File: src/sv/esckd_pkg.sv
// ----------------------------------------------------------------------------
// esckd_pkg
// Shared types and constants for the arrow-key escape sequence decoder.
// ----------------------------------------------------------------------------
`default_nettype none

package esckd_pkg;

    localparam int unsigned DEFAULT_MAX_SEQ_LEN = 8;
    localparam int unsigned NUM_CFG             = 4;
    localparam int unsigned NUM_FIXED           = 8;
    localparam int unsigned ENTRY_BYTES         = 7;
    localparam int unsigned KEY_W               = 9;
    localparam int unsigned CFG_IDX_W           = 2;
    localparam int unsigned CFG_W               = 64;

    localparam logic [7:0] ESC_BYTE  = 8'h1b;
    localparam logic [7:0] FIXED_LEN = 8'd3;
    localparam logic [7:0] MAX_ENTRY_LEN = 8'd7;

    localparam logic [7:0] FIXED_MID  [NUM_FIXED] = '{
        8'h5b, 8'h5b, 8'h5b, 8'h5b, 8'h4f, 8'h4f, 8'h4f, 8'h4f
    };
    localparam logic [7:0] FIXED_LAST [NUM_FIXED] = '{
        8'h44, 8'h43, 8'h41, 8'h42, 8'h44, 8'h43, 8'h41, 8'h42
    };
    localparam logic [KEY_W-1:0] KEY_CODE [NUM_CFG] = '{
        9'h101, 9'h102, 9'h103, 9'h104
    };

    typedef struct packed {
        logic             exact;
        logic             prefix;
        logic [KEY_W-1:0] key;
    } match_t;

endpackage

`default_nettype wire

File: src/sv/esckd_match.sv
// ----------------------------------------------------------------------------
// esckd_match
// Compares the candidate buffer against the twelve-entry sequence table.
// ----------------------------------------------------------------------------
`default_nettype none

module esckd_match #(
    parameter int unsigned LEN_W = 4
) (
    input  wire logic [esckd_pkg::CFG_W-1:0] cfg_seq [esckd_pkg::NUM_CFG],
    input  wire logic [7:0]                  cand [esckd_pkg::ENTRY_BYTES],
    input  wire logic [LEN_W-1:0]            new_len,
    output esckd_pkg::match_t                result
);

    localparam int unsigned NUM_ENTRIES = esckd_pkg::NUM_CFG + esckd_pkg::NUM_FIXED;

    logic [7:0]                          len8;
    logic [esckd_pkg::ENTRY_BYTES-1:0]   in_mask;
    logic [NUM_ENTRIES-1:0]              live;
    logic [NUM_ENTRIES-1:0]              exact;

    assign len8 = 8'(new_len);

    always_comb
    begin
        for (int i = 0; i < esckd_pkg::ENTRY_BYTES; i++)
        begin
            in_mask[i] = (8'(i) < len8);
        end
    end

    always_comb
    begin
        logic [esckd_pkg::ENTRY_BYTES-1:0] eq;
        logic [7:0]                        elen;
        logic                              ok;
        for (int k = 0; k < esckd_pkg::NUM_CFG; k++)
        begin
            elen = cfg_seq[k][63:56];
            for (int i = 0; i < esckd_pkg::ENTRY_BYTES; i++)
            begin
                eq[i] = (cand[i] == cfg_seq[k][8*i +: 8]);
            end
            ok = (elen != 8'd0) && (elen <= esckd_pkg::MAX_ENTRY_LEN) &&
                 (len8 <= elen) && (&(eq | ~in_mask));
            live[k]  = ok;
            exact[k] = ok && (len8 == elen);
        end
        for (int k = 0; k < esckd_pkg::NUM_FIXED; k++)
        begin
            eq    = '1;
            eq[0] = (cand[0] == esckd_pkg::ESC_BYTE);
            eq[1] = (cand[1] == esckd_pkg::FIXED_MID[k]);
            eq[2] = (cand[2] == esckd_pkg::FIXED_LAST[k]);
            ok = (len8 <= esckd_pkg::FIXED_LEN) && (&(eq | ~in_mask));
            live[esckd_pkg::NUM_CFG + k]  = ok;
            exact[esckd_pkg::NUM_CFG + k] = ok && (len8 == esckd_pkg::FIXED_LEN);
        end
    end

    always_comb
    begin
        result.exact  = |exact;
        result.prefix = |live;
        result.key    = '0;
        for (int k = NUM_ENTRIES - 1; k >= 0; k--)
        begin
            if (exact[k])
            begin
                result.key = esckd_pkg::KEY_CODE[k % esckd_pkg::NUM_CFG];
            end
        end
    end

endmodule

`default_nettype wire

File: src/sv/escape_sequence_key_decoder_core.sv
// ----------------------------------------------------------------------------
// escape_sequence_key_decoder_core
// Output: a key code is registered and is on m_tdata in the cycle after the byte that completes it.
// Throughput: one byte per cycle while s_tready is high; the table compare is a single combinational pass.
// s_tready drops only while a finished key code waits on a stalled m_tready.
// Reset: asynchronous; clears the sequence length (idle), the output valid and
// the four arrow sequence registers (all entries absent).
// ----------------------------------------------------------------------------
`default_nettype none

module escape_sequence_key_decoder_core #(
    parameter int unsigned MAX_SEQ_LEN = esckd_pkg::DEFAULT_MAX_SEQ_LEN
) (
    input  wire logic                            clk,
    input  wire logic                            rst_n,
    input  wire logic                            s_tvalid,
    output logic                                 s_tready,
    input  wire logic [7:0]                      s_tdata,   // [7:0] raw_byte
    output logic                                 m_tvalid,
    input  wire logic                            m_tready,
    output logic [15:0]                          m_tdata,   // [8:0] key_code
    input  wire logic                            cfg_valid,
    output logic                                 cfg_ready,
    input  wire logic [esckd_pkg::CFG_IDX_W-1:0] cfg_index,
    input  wire logic [esckd_pkg::CFG_W-1:0]     cfg_data
);

    localparam int unsigned LEN_W     = $clog2(MAX_SEQ_LEN + 1);
    localparam int unsigned BUF_DEPTH = (MAX_SEQ_LEN < esckd_pkg::ENTRY_BYTES) ?
                                        MAX_SEQ_LEN : esckd_pkg::ENTRY_BYTES;
    localparam int unsigned IDX_W     = $clog2(BUF_DEPTH);

    logic [esckd_pkg::CFG_W-1:0]   cfg_seq_reg [esckd_pkg::NUM_CFG];
    logic [7:0]                    buf_reg [BUF_DEPTH];
    logic [LEN_W-1:0]              len_reg;
    logic [LEN_W-1:0]              len_next;
    logic [LEN_W-1:0]              new_len;
    logic                          out_valid_reg;
    logic [esckd_pkg::KEY_W-1:0]   key_reg;
    logic [7:0]                    cand [esckd_pkg::ENTRY_BYTES];
    logic                          accept;
    logic                          emit;
    logic [esckd_pkg::KEY_W-1:0]   emit_code;
    esckd_pkg::match_t             match;

    assign s_tready  = !out_valid_reg || m_tready;
    assign accept    = s_tvalid && s_tready;
    assign cfg_ready = 1'b1;
    assign m_tvalid  = out_valid_reg;
    assign m_tdata   = {7'd0, key_reg};
    assign new_len   = len_reg + LEN_W'(1);

    for (genvar i = 0; i < esckd_pkg::ENTRY_BYTES; i++)
    begin : g_cand
        if (i < BUF_DEPTH)
        begin : g_buf
            assign cand[i] = (len_reg == LEN_W'(i)) ? s_tdata : buf_reg[i];
        end
        else
        begin : g_none
            assign cand[i] = s_tdata;
        end
    end

    esckd_match #(
        .LEN_W (LEN_W)
    ) u_match (
        .cfg_seq (cfg_seq_reg),
        .cand    (cand),
        .new_len (new_len),
        .result  (match)
    );

    always_comb
    begin
        len_next  = len_reg;
        emit      = 1'b0;
        emit_code = {1'b0, s_tdata};
        if (len_reg == '0)
        begin
            if (s_tdata != esckd_pkg::ESC_BYTE)
            begin
                emit = 1'b1;
            end
            else
            begin
                len_next = LEN_W'(1);
            end
        end
        else if (32'(len_reg) >= MAX_SEQ_LEN)
        begin
            len_next = '0;
        end
        else if (match.exact)
        begin
            emit      = 1'b1;
            emit_code = match.key;
            len_next  = '0;
        end
        else if (!match.prefix || 32'(new_len) >= MAX_SEQ_LEN)
        begin
            len_next = '0;
        end
        else
        begin
            len_next = new_len;
        end
    end

    always_ff @(posedge clk or negedge rst_n)
    begin
        if (!rst_n)
        begin
            len_reg       <= '0;
            out_valid_reg <= 1'b0;
            for (int k = 0; k < esckd_pkg::NUM_CFG; k++)
            begin
                cfg_seq_reg[k] <= '0;
            end
        end
        else
        begin
            if (accept)
            begin
                len_reg       <= len_next;
                out_valid_reg <= emit;
            end
            else if (m_tready)
            begin
                out_valid_reg <= 1'b0;
            end
            if (cfg_valid && cfg_ready)
            begin
                cfg_seq_reg[cfg_index] <= cfg_data;
            end
        end
    end

    always_ff @(posedge clk)
    begin
        if (accept && emit)
        begin
            key_reg <= emit_code;
        end
        if (accept && (32'(len_reg) < BUF_DEPTH))
        begin
            buf_reg[len_reg[IDX_W-1:0]] <= s_tdata;
        end
    end

endmodule

`default_nettype wire
File: config.mk
export PLATFORM = sky130hd
export DESIGN_NAME = escape_sequence_key_decoder_core
export DESIGN_NICKNAME = d
export VERILOG_FILES = /design/src/sv/esckd_pkg.sv /design/src/sv/esckd_match.sv /design/src/sv/escape_sequence_key_decoder_core.sv
export SDC_FILE = /design/constraint.sdc
export NUM_CORES = 1
export LEC_CHECK = 0
export ABC_AREA = 1
export BUFFER_PORTS_ARGS = -buffer_cell sky130_fd_sc_hd__buf_2
export CAP_MARGIN = 20
export CORE_MARGIN = 2
export CORE_UTILIZATION = 50
export CTS_BUF_LIST = sky130_fd_sc_hd__clkbuf_4 sky130_fd_sc_hd__clkbuf_8 sky130_fd_sc_hd__clkbuf_16
export DETAILED_ROUTE_END_ITERATION = 8
export PLACE_DENSITY = 0.67
export SETUP_SLACK_MARGIN = 0.3
export SLEW_MARGIN = 20
export SYNTH_ARGS = -nofsm -noshare
export SYNTH_HDL_FRONTEND = slang
export SYNTH_SLANG_ARGS = --single-unit
File: constraint.sdc
create_clock -name clk -period 3.44 [get_ports clk]
set_input_delay 0.516 -clock clk [delete_from_list [all_inputs] [get_ports clk]]
set_output_delay 0.516 -clock clk [all_outputs]
set_load 0.005 [all_outputs]
==> run summary, run 1 <==
Tmin final -> 3.10 ns
DRT Pass-1 Iters -> 5
Critical Path Sink Type -> register
worst reg2reg startpoint -> len_reg[0]$_DFFE_PN0P_
P&R area growth vs syn -> 20.2%
Clk pin slew, worst setup/hold paths -> 0.06 ns
Die Area -> 0.0391 mm2
htree depth -> 2
Compound-Gate Fraction of Synth Area -> 8.21%
#FFs+latches synth -> 326
cell taking the most area after synthesis -> dfrtp_1
CTS tree -> built
distinct cell type count after synthesis -> 38
Max Transition Viols Final -> 0
final hold violation count -> 0
Detailed Route Iter0 Violations -> 1,344
routed wire length -> 56.4 mm
post-synth top area share -> 34.8%
Synthesis Warnings -> 0
Seq/Total Area, Yosys -> 45.2%
initial core utilization -> 51.0%
RSZ-0062 raised after global routing -> true
min-delay src -> m_tready
Total GRT Usage -> 28.5%
average size of a mapped cell -> 6.96 um2
largest net degree at the start of global routing -> 82
Commonest cells post-synth -> 1,118 x nand2_1, 364 x inv_1, 275 x o21ai_0
worst skew pair latency -> 0.58 ns
global placer's final weighted congestion -> 0.952
antenna diode count -> 0
worst-path maximum fanout -> 12
Setup TNS -> 0 ns
I/O Buffers -> 89
most numerous cell in the Yosys netlist -> nand2_1
core area -> 0.0368 mm2
number of flops mapped to enable cells by yosys -> 65
mux share of post-synthesis cell area -> 0%
I/O Pins -> 98
Tcrit/Tclk final -> 90.1%
area share of fa/ha/maj cells after synthesis -> 1.40%
Final Power -> 12.5 mW
status -> finished clean
total number of vias -> 17.8k
CP arrival -> 3.38 ns
largest family of logic cells by synthesized area -> simple AND/OR/NAND/NOR gates
CP startpoint -> len_reg[0]$_DFFE_PN0P_
DR vias/cell -> 5.30
Synth area leaders -> dfrtp_1 35%, nand2_1 22%, edfxtp_1 10%
final setup violation count -> 0
peak supply drop -> 0.000333 V
first-pass GRT wire length -> 86.7 mm
Final ANT Viol Nets -> 0
Core Util, Final -> 61.4%
fin nets -> 2,961
vias in the first global route -> 16.7k
CP Cell Sequence -> inv_2, ha_4, buf_12, nand3_1, nand2_2, nand2_1, nand2_1, nand3_1, nor2_1, nand2_1, nand2_2, nand2_1, nor2_2, nand3_2, nand2_2, nor2_2, nand2_2, nand2_4, nand2_2, nand2_2, inv_2, buf_6
worst-margin pin slew -> 0.845 ns
min-delay worst type -> primary input to register
FILL cells -> 3,340
Synth Cell Area -> 0.0188 mm2
post-route DRC violation count -> 0
Max Cap Viol -> 0
max reg flops -> 256
Rows -> 70
crit-path most repeated cell -> nand2_2
Primary FF master, synth -> dfrtp_1
worst endpoint required time -> 3.72 ns
die height -> 198 um
CTS max path bufs -> 3
Layout Skew -> 0.0313 ns
die span in x -> 198 um
total grt overflow -> 0
CTS root buf -> clkbuf_16
worst rel slew slack -> 43.4%
initial antenna violation count -> 1
slowest stage cell, crit path -> dfrtp_1
Post-synth ARST share -> 80.1%
gate count of the mapped netlist -> 2,699
final hold slack -> 0.215 ns
CTS Buf Count -> 39
Post-Synth Simple-Gate Area -> 35.1%
clock sinks -> 326
PwrDens -> 555 mW/mm2
post-DP HPWL -> 39.8 mm
fraction of layout cells with a size suffix above 1 -> 15.5%
startpoint types -> register
Max Fclk -> 323 MHz
Crit Path Class -> register to register
slowest stage delay, CP -> 0.43 ns
leakage -> 11.8 nW
xor/xnor share of the synthesized area -> 0.327%
drt wl/cell -> 16.8 um
## placed cells by master (no fill, tap or decap), types with 4 or more instances in the layout
master and count:
clkinv_2 7, buf_12 17, clkinv_1 6, nand3_2 12, clkbuf_16 43, nand3b_1 55, inv_2 7, edfxtp_1 65
conb_1 8, nand3_4 6, o21ai_2 6, a21oi_1 9, o21ai_4 4, xor2_1 7, buf_6 14, nor2_4 5
buf_2 88, nand3_1 210, nor3_1 5, ha_4 6, dfrtp_1 258, nand2_4 12, nand4_1 23, o21ai_0 263
ha_1 15, buf_4 83, nand2_1 1034, clkinvlp_4 4, inv_1 357, nor2_1 108, clkbuf_8 7, a21oi_2 4
nor2_2 21, o21ai_1 7, nand2_2 81
## cell families (layout without fill, tap and decap cells)
logic type      Yosys count  count (layout)
xor+xnor                  7               7
fa+ha+maj                21              21
simple gates           1580            1582
buf+inv                 461             646
compound gates          302             302
flops                   326             326
other cells               2               8
## layout make-up
class | instances | area (um2) | area share (%)
clock buffer | 50 | 1120 | 4.96
clock inverter | 22 | 203 | 0.898
inverter | 367 | 1390 | 6.15
multi-input combinational | 1920 | 9130 | 40.5
sequential | 326 | 8490 | 37.6
tap | 468 | 586 | 2.59
timing repair buffer | 207 | 1660 | 7.36
## what timing repair did
item	4_1_cts	5_1_grt
hold endpoints to repair	76	0
cloned	0	6
buffers inserted	9	27
hold buffers	1	0
pin swaps	5	59
resized for setup	71	141
setup endpoints to repair	22	21
## metal layers
layer | wire length (um) | GRT usage (%) | vias up
li1 | - | - | 8788
met1 | 24500 | 37.5 | 8323
met2 | 26100 | 46.3 | 545
met3 | 3570 | 5.31 | 145
met4 | 2270 | 11.8 | 0
met5 | 0 | 0 | -
## report_power, final
group | total [mW] | switching, mW | internal, mW
Clock | 4.25 | 1.72 | 2.53
Combinational | 3.30 | 2.04 | 1.26
Sequential | 4.96 | 0.448 | 4.51
Total | 12.5 | 4.21 | 8.31
## worst max-delay path: cells and delay by family, from the launching register on
kind	cells	cell delay (ns)
simple gates	17	1.73
buf+inv	4	0.46
flops	1	0.43
fa+ha+maj	1	0.18
## worst paths after layout
| check | to | slack (ns) | cells past startpoint |
|---|---|---|---|
| max in group asynchronous | cfg_seq_reg[116]$_DFFE_PN0P_ | 2.00 | 3 |
| min reg2reg | cfg_seq_reg[253]$_DFFE_PN0P_ | 0.49 | 2 |
| max reg2reg | key_reg[0]$_DFFE_PP_ | 0.34 | 22 |
| min | m_tvalid$_DFFE_PN0P_ | 0.22 | 4 |
| max | key_reg[0]$_DFFE_PP_ | 0.34 | 22 |
| min in group asynchronous | cfg_seq_reg[22]$_DFFE_PN0P_ | 0.56 | 2 |
## stage by stage
stage	std cells	cell area, um2	setup WS (ns)
2_1_floorplan	2705	18800	0.369
3_3_place_gp	3245	20200	-0.00696
3_5_place_dp	3245	20200	-0.0269
4_1_cts	3327	21800	0.302
5_1_grt	3360	22600	0.185
6_report	3360	22600	0.342
No activity file was read; power rests on OpenSTA's default activity.
==> run 2, diff against run 1 <==
ABC_AREA = not set   (was 1)
CORE_MARGIN = 3   (was 2)
REMOVE_ABC_BUFFERS = 1   (was not set)
==> run 2 against run 1 <==
The flow now finishes with violations (negative hold slack, negative setup slack). First-iteration DRC count is 17% higher. Via count is 12% lower. Sequential share of layout area is 1.0 points lower. Routed wire length is 9.6% higher. Cell area is 2.7% higher. Clock skew is 0.021 ns lower. Critical path type unchanged. Largest power group unchanged.
==> run summary, run 2 <==
Setup TNS -> -0.786 ns
Post-synth ARST share -> 80.1%
Clk pin slew, worst setup/hold paths -> 0.06 ns
global placer's final weighted congestion -> 0.975
clock sinks -> 326
most numerous cell in the Yosys netlist -> dfrtp_1
final hold violation count -> 5
FILL cells -> 3,119
routed wire length -> 61.8 mm
Setup Slack @ Placement -> -0.531 ns
area share of fa/ha/maj cells after synthesis -> 1.39%
worst-margin pin slew -> 1.11 ns
vias in the first global route -> 15.9k
Compound-Gate Fraction of Synth Area -> 13.9%
initial core utilization -> 51.2%
Final ANT Viol Nets -> 0
CTS max path bufs -> 3
Synth Cell Area -> 0.0189 mm2
Rows -> 70
Die Area -> 0.0403 mm2
leakage -> 9.79 nW
Critical Path Sink Type -> register
failing checks -> negative hold slack, negative setup slack
design area -> 0.0232 mm2
final setup violation count -> 14
peak supply drop -> 0.000446 V
number of flops mapped to enable cells by yosys -> 65
total number of vias -> 15.6k
die height -> 201 um
Post-Synth Simple-Gate Area -> 10.7%
Placed Area -> 0.0213 mm2
Total GRT Usage -> 30.2%
gate count of the mapped netlist -> 1,758
post-synth top area share -> 34.5%
Max Transition Viols Final -> 0
CTS Buf Count -> 37
largest family of logic cells by synthesized area -> multiplexers
Seq/Total Area, Yosys -> 44.8%
fin nets -> 2,094
DRT Pass-1 Iters -> 6
I/O Pins -> 98
CP Cell Sequence -> buf_6, ha_4, or3b_4, buf_12, mux2i_4, a2111o_1, nor4_4, o2111a_2, buf_4, a22oi_2, and3_4, or4_4, a22oi_2
startpoint types -> register
Synth area leaders -> dfrtp_1 34%, mux2_2 14%, edfxtp_1 10%
min-delay worst type -> primary input to async pin
slowest stage delay, CP -> 0.53 ns
die span in x -> 201 um
PwrDens -> 534 mW/mm2
initial antenna violation count -> 2
max reg flops -> 256
largest net degree at the start of global routing -> 89
xor/xnor share of the synthesized area -> 8.69%
post-DP HPWL -> 44.3 mm
status -> complete, but fails checks
fin worst setup slack -> -0.116 ns
Max Cap Viol -> 0
slowest stage cell, crit path -> a2111o_1
Tcrit/Tclk final -> 103%
worst-path maximum fanout -> 6
hold buffer count at cts -> 0
Layout Skew -> 0.0104 ns
#FFs+latches synth -> 326
cell taking the most area after synthesis -> dfrtp_1
CTS tree -> built
Tmin final -> 3.56 ns
htree depth -> 2
Crit Path Class -> register to register
total grt overflow -> 0
post-route DRC violation count -> 0
average size of a mapped cell -> 10.8 um2
Synthesis Warnings -> 0
worst rel slew slack -> 25.9%
worst endpoint required time -> 3.91 ns
final hold slack -> -0.0148 ns
Detailed Route Iter0 Violations -> 1,574
Max Fclk -> 281 MHz
distinct cell type count after synthesis -> 90
drt wl/cell -> 24.5 um
first-pass GRT wire length -> 95.3 mm
crit-path most repeated cell -> a22oi_2
I/O Buffers -> 89
DR vias/cell -> 6.16
Commonest cells post-synth -> 261 x dfrtp_1, 234 x mux2_2, 123 x inv_1
CP arrival -> 4.03 ns
most common cell after layout, fill and taps aside -> dfrtp_1
CTS root buf -> clkbuf_16
worst skew pair latency -> 0.56 ns
mux share of post-synthesis cell area -> 15.4%
fraction of layout cells with a size suffix above 1 -> 34.6%
RSZ-0062 raised after global routing -> true
P&R area growth vs syn -> 22.4%
core area -> 0.0370 mm2
most frequent cells in the layout -> 261 x dfrtp_1, 234 x mux2_2, 181 x buf_4
Primary FF master, synth -> dfrtp_1
[run 2: timing repair]
action                     CTS  global route
cloned                       0             1
pin swaps                   11            18
setup buffers                6             4
resized for setup           52            52
setup endpoints to repair   22            22
[run 2: where the power goes]
group	switching (mW)	internal (mW)	total (mW)
sequential	0.736	4.58	5.31
combinational	1.49	1.54	3.03
clock	1.64	2.40	4.03
[run 2: cell families after synthesis]
logic type,after synthesis
buf+inv,232
xor+xnor,188
fa+ha+maj,21
compound gates,362
flops,326
mux,261
simple gates,366
other cells,2
[run 2: critical path: cells and delay by family, from the launching register on]
family,cells,cell delay [ns]
simple gates,4,1.29
compound gates,4,1.01
mux,1,0.18
flops,1,0.42
fa+ha+maj,1,0.15
buf+inv,3,0.42
[run 2: routing by layer]
layer | track usage [%] | part of all wire, % | up-vias
met5 | 0 | 0.044 | -
met4 | 10.6 | 3.5 | 4
met3 | 4.80 | 7.5 | 154
met2 | 48.1 | 46 | 669
met1 | 42.3 | 43 | 7783
li1 | - | - | 6975
[run 2: worst paths after layout]
path	endpoint	slack, ns	start	depth (start not counted)
worst min-delay path	cfg_seq_reg[142]$_DFFE_PN0P_	-0.01	rst_n	1
worst max register to register	len_reg[0]$_DFFE_PN0P_	-0.12	len_reg[1]$_DFFE_PN0P_	13
max in group asynchronous	cfg_seq_reg[96]$_DFFE_PN0P_	2.67	rst_n	2
worst min register to register	cfg_seq_reg[255]$_DFFE_PN0P_	0.50	cfg_seq_reg[255]$_DFFE_PN0P_	1
min in group clk	cfg_seq_reg[240]$_DFFE_PN0P_	0.22	cfg_data[48]	3
worst max-delay path	len_reg[0]$_DFFE_PN0P_	-0.12	len_reg[1]$_DFFE_PN0P_	13
[run 2: final cells by class]
class	instances	area [um2]	share of cell area, %
multi-input cells	1206	10000	43.2
flip-flops and latches	326	8480	36.6
repair buffers	299	2350	10.1
clock buffers	47	1050	4.52
well taps	504	631	2.72
inverters	124	465	2.01
clock inverters	21	195	0.842
diodes	1	2.50	0.0108
[run 2: stage by stage]
step	total power, mW	instances	utilization (%)
finish	12.4	2528	62.7
global route	12.9	2527	62.7
CTS	12.3	2522	61.9
detailed placement	8.18	2448	57.7
global placement	8.10	2448	57.7
floorplan	6.91	1656	-
